## config.mk

```make
export PLATFORM = sky130hd
export DESIGN_NAME = ubrp_ram
export DESIGN_NICKNAME = d
export VERILOG_FILES = /design/src/hdl/ubrp_ram.sv
export SDC_FILE = /design/constraint.sdc
export NUM_CORES = 2
export LEC_CHECK = 0
export BUFFER_PORTS_ARGS = -buffer_cell sky130_fd_sc_hd__buf_4
export CELL_PAD_IN_SITES_DETAIL_PLACEMENT = 0
export CELL_PAD_IN_SITES_GLOBAL_PLACEMENT = 1
export CORE_MARGIN = 2
export CORE_UTILIZATION = 37
export CTS_CLUSTER_DIAMETER = 40
export DETAILED_ROUTE_END_ITERATION = 10
export PLACE_DENSITY_LB_ADDON = 0.1
export SYNTH_ARGS = -nofsm -noshare
export SYNTH_HDL_FRONTEND = slang
export SYNTH_SLANG_ARGS = --single-unit
```

## constraint.sdc

```tcl
create_clock -name clk -period 2.6 [get_ports clk]
set_input_delay 0.65 -clock clk [delete_from_list [all_inputs] [get_ports clk]]
set_output_delay 0.65 -clock clk [all_outputs]
set_load 0.02 [all_outputs]
```

## src/hdl/ubrp_ram.sv

```systemverilog
`timescale 1ns / 1ps
module ubrp_ram #(
  parameter int AW = 8,
  parameter int DW = 8
) (
  input  logic          clk,
  input  logic          we,
  input  logic [AW-1:0] waddr,
  input  logic [DW-1:0] wdata,
  input  logic [AW-1:0] raddr,
  output logic [DW-1:0] rdata
);

  logic [DW-1:0] mem_r [2**AW];
  logic [DW-1:0] rdata_r;

  // write port
  always_ff @(posedge clk) begin
    if (we) begin
      mem_r[waddr] <= wdata;
    end
  end

  // registered read port
  always_ff @(posedge clk) begin
    rdata_r <= mem_r[raddr];
  end

  assign rdata = rdata_r;

endmodule

```

## After elaboration in Yosys (flattened, before gate mapping)

Memories as Yosys holds them, arrays and structs flattened. A register that Yosys moved wholly into a read port is not among the register bits.
Index checks and enable logic that the tools add are counted.

- Mux-type cells: 2

Operators with widths:

| cell | count |
|---|---|
| 2-to-1 mux 1 bit | 2 |

- Memories kept: 1
- Bits of input ports: 26
- Memory bits (writable): 2048
- Bits in registers: 0
- Output and inout bits: 8
- Word-level logic and storage cells: 3

Memories:

| name | words | bits a word | read ports | clocked after Yosys merged registers in | wr ports | RTL line | RTL |
|---|---|---|---|---|---|---|---|
| mem_r | 256 | 8 | 1 | 1 | 1 | 14 | `logic [DW-1:0] mem_r [2**AW];` |

## Longest topological paths before layout

- Depth after elaboration: 2
- Mapped depth: 11
- Depth with buffers taken out: 6

## Least setup slack after synthesis

OpenSTA, ideal clock, no wires.

- Path type: input port to flip-flop
- From: input port raddr[0]
- To: register rdata_r[2] (netlist: rdata[2]) (read register of mem_r)
- Library setup time: 131 ps
- Buffers on the path: 4
- Slack: 12 ps
- Arrival time: 2457 ps
- Stages on the path: 9
- Required time: 2469 ps
- Cells stage by stage: buf_6 -> buf_12 -> buf_8 -> buf_2 -> mux4_2 -> a22oi_1 -> a21oi_1 -> nor4_1 -> nor4_2

RTL lines:

| what | RTL line | RTL |
|---|---|---|
| from (decl) | 10 | `input logic [AW-1:0] raddr,` |
| to (decl) | 15 | `logic [DW-1:0] rdata_r;` |

## Final worst setup path

- From: register rdata_r[1] (netlist: rdata[1]) (read register of mem_r)
- To: output port rdata[1]

RTL lines:

| what | RTL line | RTL |
|---|---|---|
| to (decl) | 11 | `output logic [DW-1:0] rdata` |

No word-level cell between the ends.

==> results.md <==
- The flow ran to the end, and the final reports show no timing, DRC or antenna violations.
- Setup repair after global routing left no endpoint under its margin.
- The most area-hungry cell type in the Yosys netlist is sky130_fd_sc_hd__edfxtp_1.
- In the global route stage, met1 resource usage came out at 29.4%.
- The number of different library cells in the post-synthesis netlist is 55.
- The maximum level of the CTS H-tree is 5.
- In the synthesized netlist, mux cells make up 14.6% of the area.
- Across all register-to-register paths, the minimum setup slack is 0.14 ns.
- The routed design could run at a clock period as short as 2.50 ns.
- For this design the static power due to leakage is between 30 and 40 nW.
- The hold violation total from the final report was 0.
- During synthesis, Yosys emitted a total of 0 warnings.
- The worst clock skew is slightly below 0.05 ns.
- The share of the clock period used by the worst path is 96.1%.
- The summed negative setup slack over all endpoints is 0 ns.
- The number of nets in the synthesized netlist is 3759.
- The element type at the critical path end is an output port.
- The fraction of met3 tracks used by global routing is 4.28%.
- The number of global-route vias before repair was roughly 43000.
- The die footprint is 0.219 sq mm.
- The most frequently used flop master after synthesis is sky130_fd_sc_hd__edfxtp_1.
- For the pin with the worst max-slew slack, the measured transition is 0.806 ns.
- The count of nets left with antenna violations once routing finished came out at 0.
- The global-route wire length before repair is 324 mm.
- The number of sinks driven by the clock tree is approximately 2100.
- The register area share after synthesis is 77.5%.
- The number of core rows is 170.
- The number of flip-flops and latches in the synthesized netlist is 2056.
- The tool flagged a number of max-cap violations equal to 0.
- The count of final max-slew check failures is 0.
- For the worst setup path, the data arrival time is between 1.5 and 2 ns.
- The core region is ~0.21 sq mm.
- A synthesized cell averages 21.3 sq um.
- At the placement stage, the worst setup path has a slack of -1.14 ns.
- In this run, the number of DRC markers left after iteration 0 of detailed routing was 3851.
- In this run the tightest slew margin relative to its limit is 45.8%.
- Cells with a size suffix above 1 make up between 30% and 40% of the layout.
- The cell class contributing the biggest share of worst-path delay is flip-flops.
- In the global route stage, overall resource usage came out at a little over a fifth.
- Compared with the post-synthesis result, the final layout area differs by 27.1%.
- The number of buffers created by CTS is 357.
- The critical path goes through buf_4.
- The final cell count without fillers is just under 8000.
- The largest stage delay on the critical path is ~0.67 ns.
- The detailed router placed approximately 41000 vias in this run.
- Sorting the synthesized cells by area gives the leading types as sky130_fd_sc_hd__edfxtp_1, sky130_fd_sc_hd__mux4_2, sky130_fd_sc_hd__mux2i_1, sky130_fd_sc_hd__nor2_1, sky130_fd_sc_hd__a22oi_1.
- The maximum fanout along the worst path is 1.
- Once the floorplan was initialized, standard cells occupied 37.1% of the core.
- In the post-route analysis, the smallest setup slack over all paths is 0.101 ns.
- At the end of routability-driven placement, the weighted congestion stood at ~0.8.
- The maximum clock rate is 0.400 GHz.
- The post-route core utilization is 47.2%.
- 34 I/O pins were placed.
- Summing the areas of all fa, ha and maj instances in the mapped netlist gives 0% of the synthesized area.
- The synthesized netlist devotes between 3 and 4% of its cell area to compound gates.
- The HPWL after detailed placement is ~150 mm.
- The synthesized netlist devotes 0% of its cell area to XOR and XNOR gates.
- The total overflow reported by the global router is 0.
- The wire length after detailed routing is 229 mm.
- The post-synthesis simple-gate area fraction is 2.63%.
- In this run the cell area of the synthesized design comes to between 0.07 and 0.08 sq mm.
- The clock edge transition at the registers on the reported setup and hold paths is 0.05 ns.
- The longest clock path from root to sink contains 4 buffers.
- The clock insertion delay at the later pin of the skew report is approximately 0.94 ns.
- The count of TritonRoute iterations in the first routing pass is 5.
- Final hold analysis gives a worst-case slack of 0.0898 ns.
- The proportion of netlist area held by the largest area contributor is 77.3%.
- By area, the combinational part of the netlist is dominated by multiplexers.
- Across the VDD grid, the largest voltage drop is 0.000746 V.
- The CTS tree is yes.
- The initial antenna violation count is 16.
- The highest-utilization routing layer at the global route stage is met2.
- The flip-flop and latch area is just over 0.06 sq mm.
- The chip width is 468 microns.
- After clock tree synthesis, the setup repair step added 0 buffers.
- Sorting the synthesized cells by how often they occur yields sky130_fd_sc_hd__edfxtp_1, sky130_fd_sc_hd__mux4_2, sky130_fd_sc_hd__nor2_1.
- The mean number of vias per cell is 5.31.
- The async set or reset register ratio after synthesis is 0%.
- The path class of the lowest-slack min-delay path is in -> reg.
- Setup violations remaining at the end of the flow were counted as 0.
- The cell area power density is 855 mW/mm^2.
- The cell count after placement is between 7000 and 8000.
- Together, buffers and inverters on the worst path number 1.
- The library cell contributing the largest single delay on the critical path is sky130_fd_sc_hd__dfxtp_1.
- STA classifies the critical path startpoint as a register.
- The net count of the finished layout is 4708.
- Counting flops with a built-in enable in the synthesized netlist gives between 2000 and 2500.
- The number of DRC violations after detailed routing is 0.
- Among all cell types in the netlist, the one instantiated most often is sky130_fd_sc_hd__edfxtp_1.
- The synthesized netlist cell count is 3733.
- Summing all multi-input logic gate instances after layout gives 0.0167 sq mm.
- The worst setup path is of the reg -> out kind.
- The number of fillers in the final layout is approximately 18000.
- The detail-routed net length per standard cell is ~29 microns.
- The pin count of the biggest net entering global routing is between 100 and 150.
- The met2 track demand over resource in global routing is between 30% and 40%.
- CTS placed an instance of sky130_fd_sc_hd__clkbuf_16 at the clock tree root.
- Port buffering added 33 buffers.
- The required time at the endpoint of the critical path is between 1.5 and 2 ns.
- The floorplan step set the die height to about 470 microns.
[power breakdown]
group          internal (mW)  total, mW  switching, mW
Sequential              36.6       36.7         0.0825
Combinational           1.71       4.19           2.48
Clock                   29.4       45.6           16.2
[sequential cells by signal, indices dropped and copies added (netlist names)]
register / flops
mem_r: 2048
rdata: 8
[placed cells by master, fill, tap and decap left out, types with 11 or more instances in the layout]
cell and instances:
sky130_fd_sc_hd__bufinv_16 38, sky130_fd_sc_hd__nor2_1 279, sky130_fd_sc_hd__inv_6 28, sky130_fd_sc_hd__clkbuf_1 25, sky130_fd_sc_hd__clkbuf_16 363, sky130_fd_sc_hd__nor2b_1 28, sky130_fd_sc_hd__mux2i_1 134, sky130_fd_sc_hd__nand3_1 25
sky130_fd_sc_hd__a22oi_1 132, sky130_fd_sc_hd__clkinv_2 49, sky130_fd_sc_hd__edfxtp_1 2048, sky130_fd_sc_hd__buf_4 711, sky130_fd_sc_hd__clkinv_1 42, sky130_fd_sc_hd__a21oi_1 96, sky130_fd_sc_hd__o22ai_1 28, sky130_fd_sc_hd__o221ai_1 46
sky130_fd_sc_hd__a211oi_1 16, sky130_fd_sc_hd__buf_12 101, sky130_fd_sc_hd__clkinv_4 35, sky130_fd_sc_hd__nand2_1 33, sky130_fd_sc_hd__nor4_1 14, sky130_fd_sc_hd__mux4_2 454, sky130_fd_sc_hd__nor4_2 11, sky130_fd_sc_hd__nor3_1 20
sky130_fd_sc_hd__clkinvlp_4 39
[path summary, 6_finish.rpt]
path              cells after the start            end         start
setup reg to reg                      6       rdata[0]  mem_r[87][0]
hold / removal                        1  mem_r[208][2]      wdata[2]
setup / recovery                      1       rdata[1]      rdata[1]
hold reg to reg                       7       rdata[5]  mem_r[32][5]
[through the flow]
step / area [sq um] / power, mW
floorplan: 79600 / 39.1
global placement: 89300 / 41.5
detailed placement: 89300 / 41.6
CTS: 101000 / 87.4
global route: 101000 / 89.0
finish: 101000 / 86.4
[layer usage]
metal | routed length [microns] | vias to the layer above | part of all wire, %
met1 | 101000 | 22000 | 44
met2 | 107000 | 1202 | 47
li1 | - | 17800 | -
met4 | 8010 | 10 | 3.5
met5 | 117 | - | 0.051
met3 | 13400 | 373 | 5.9
[layout make-up]
class / count / area share [%]
diodes: 6 / 0.0148
multi-input cells: 1442 / 16.5
well taps: 2838 / 3.51
clock buffers: 390 / 9.10
repair buffers: 823 / 7.44
flip-flops and latches: 2056 / 61.0
inverters: 2 / 0.00742
clock inverters: 239 / 2.48
[worst reg2reg max path, cell delays in order, from the launching register on]
cell and delay, ns:
sky130_fd_sc_hd__edfxtp_1 0.37, sky130_fd_sc_hd__mux4_2 0.49, sky130_fd_sc_hd__mux4_2 0.53, sky130_fd_sc_hd__nor2b_1 0.19, sky130_fd_sc_hd__nor4_4 0.50, sky130_fd_sc_hd__buf_4 0.23
sky130_fd_sc_hd__nor4_2 0.05
[what timing repair did]
action / CTS / global route
resized for setup: 10 / 7
endpoints found under the setup margin: 6 / 6
hold buffers: 1 / 0
pin swaps: 0 / 0
endpoints found under the hold margin: 9 / 0
[cell families after synthesis]
logic type,count (synthesis)
compound gates,385
buf+inv,235
flops,2056
mux,591
simple gates,466
Power figures use the tool's default switching activity.
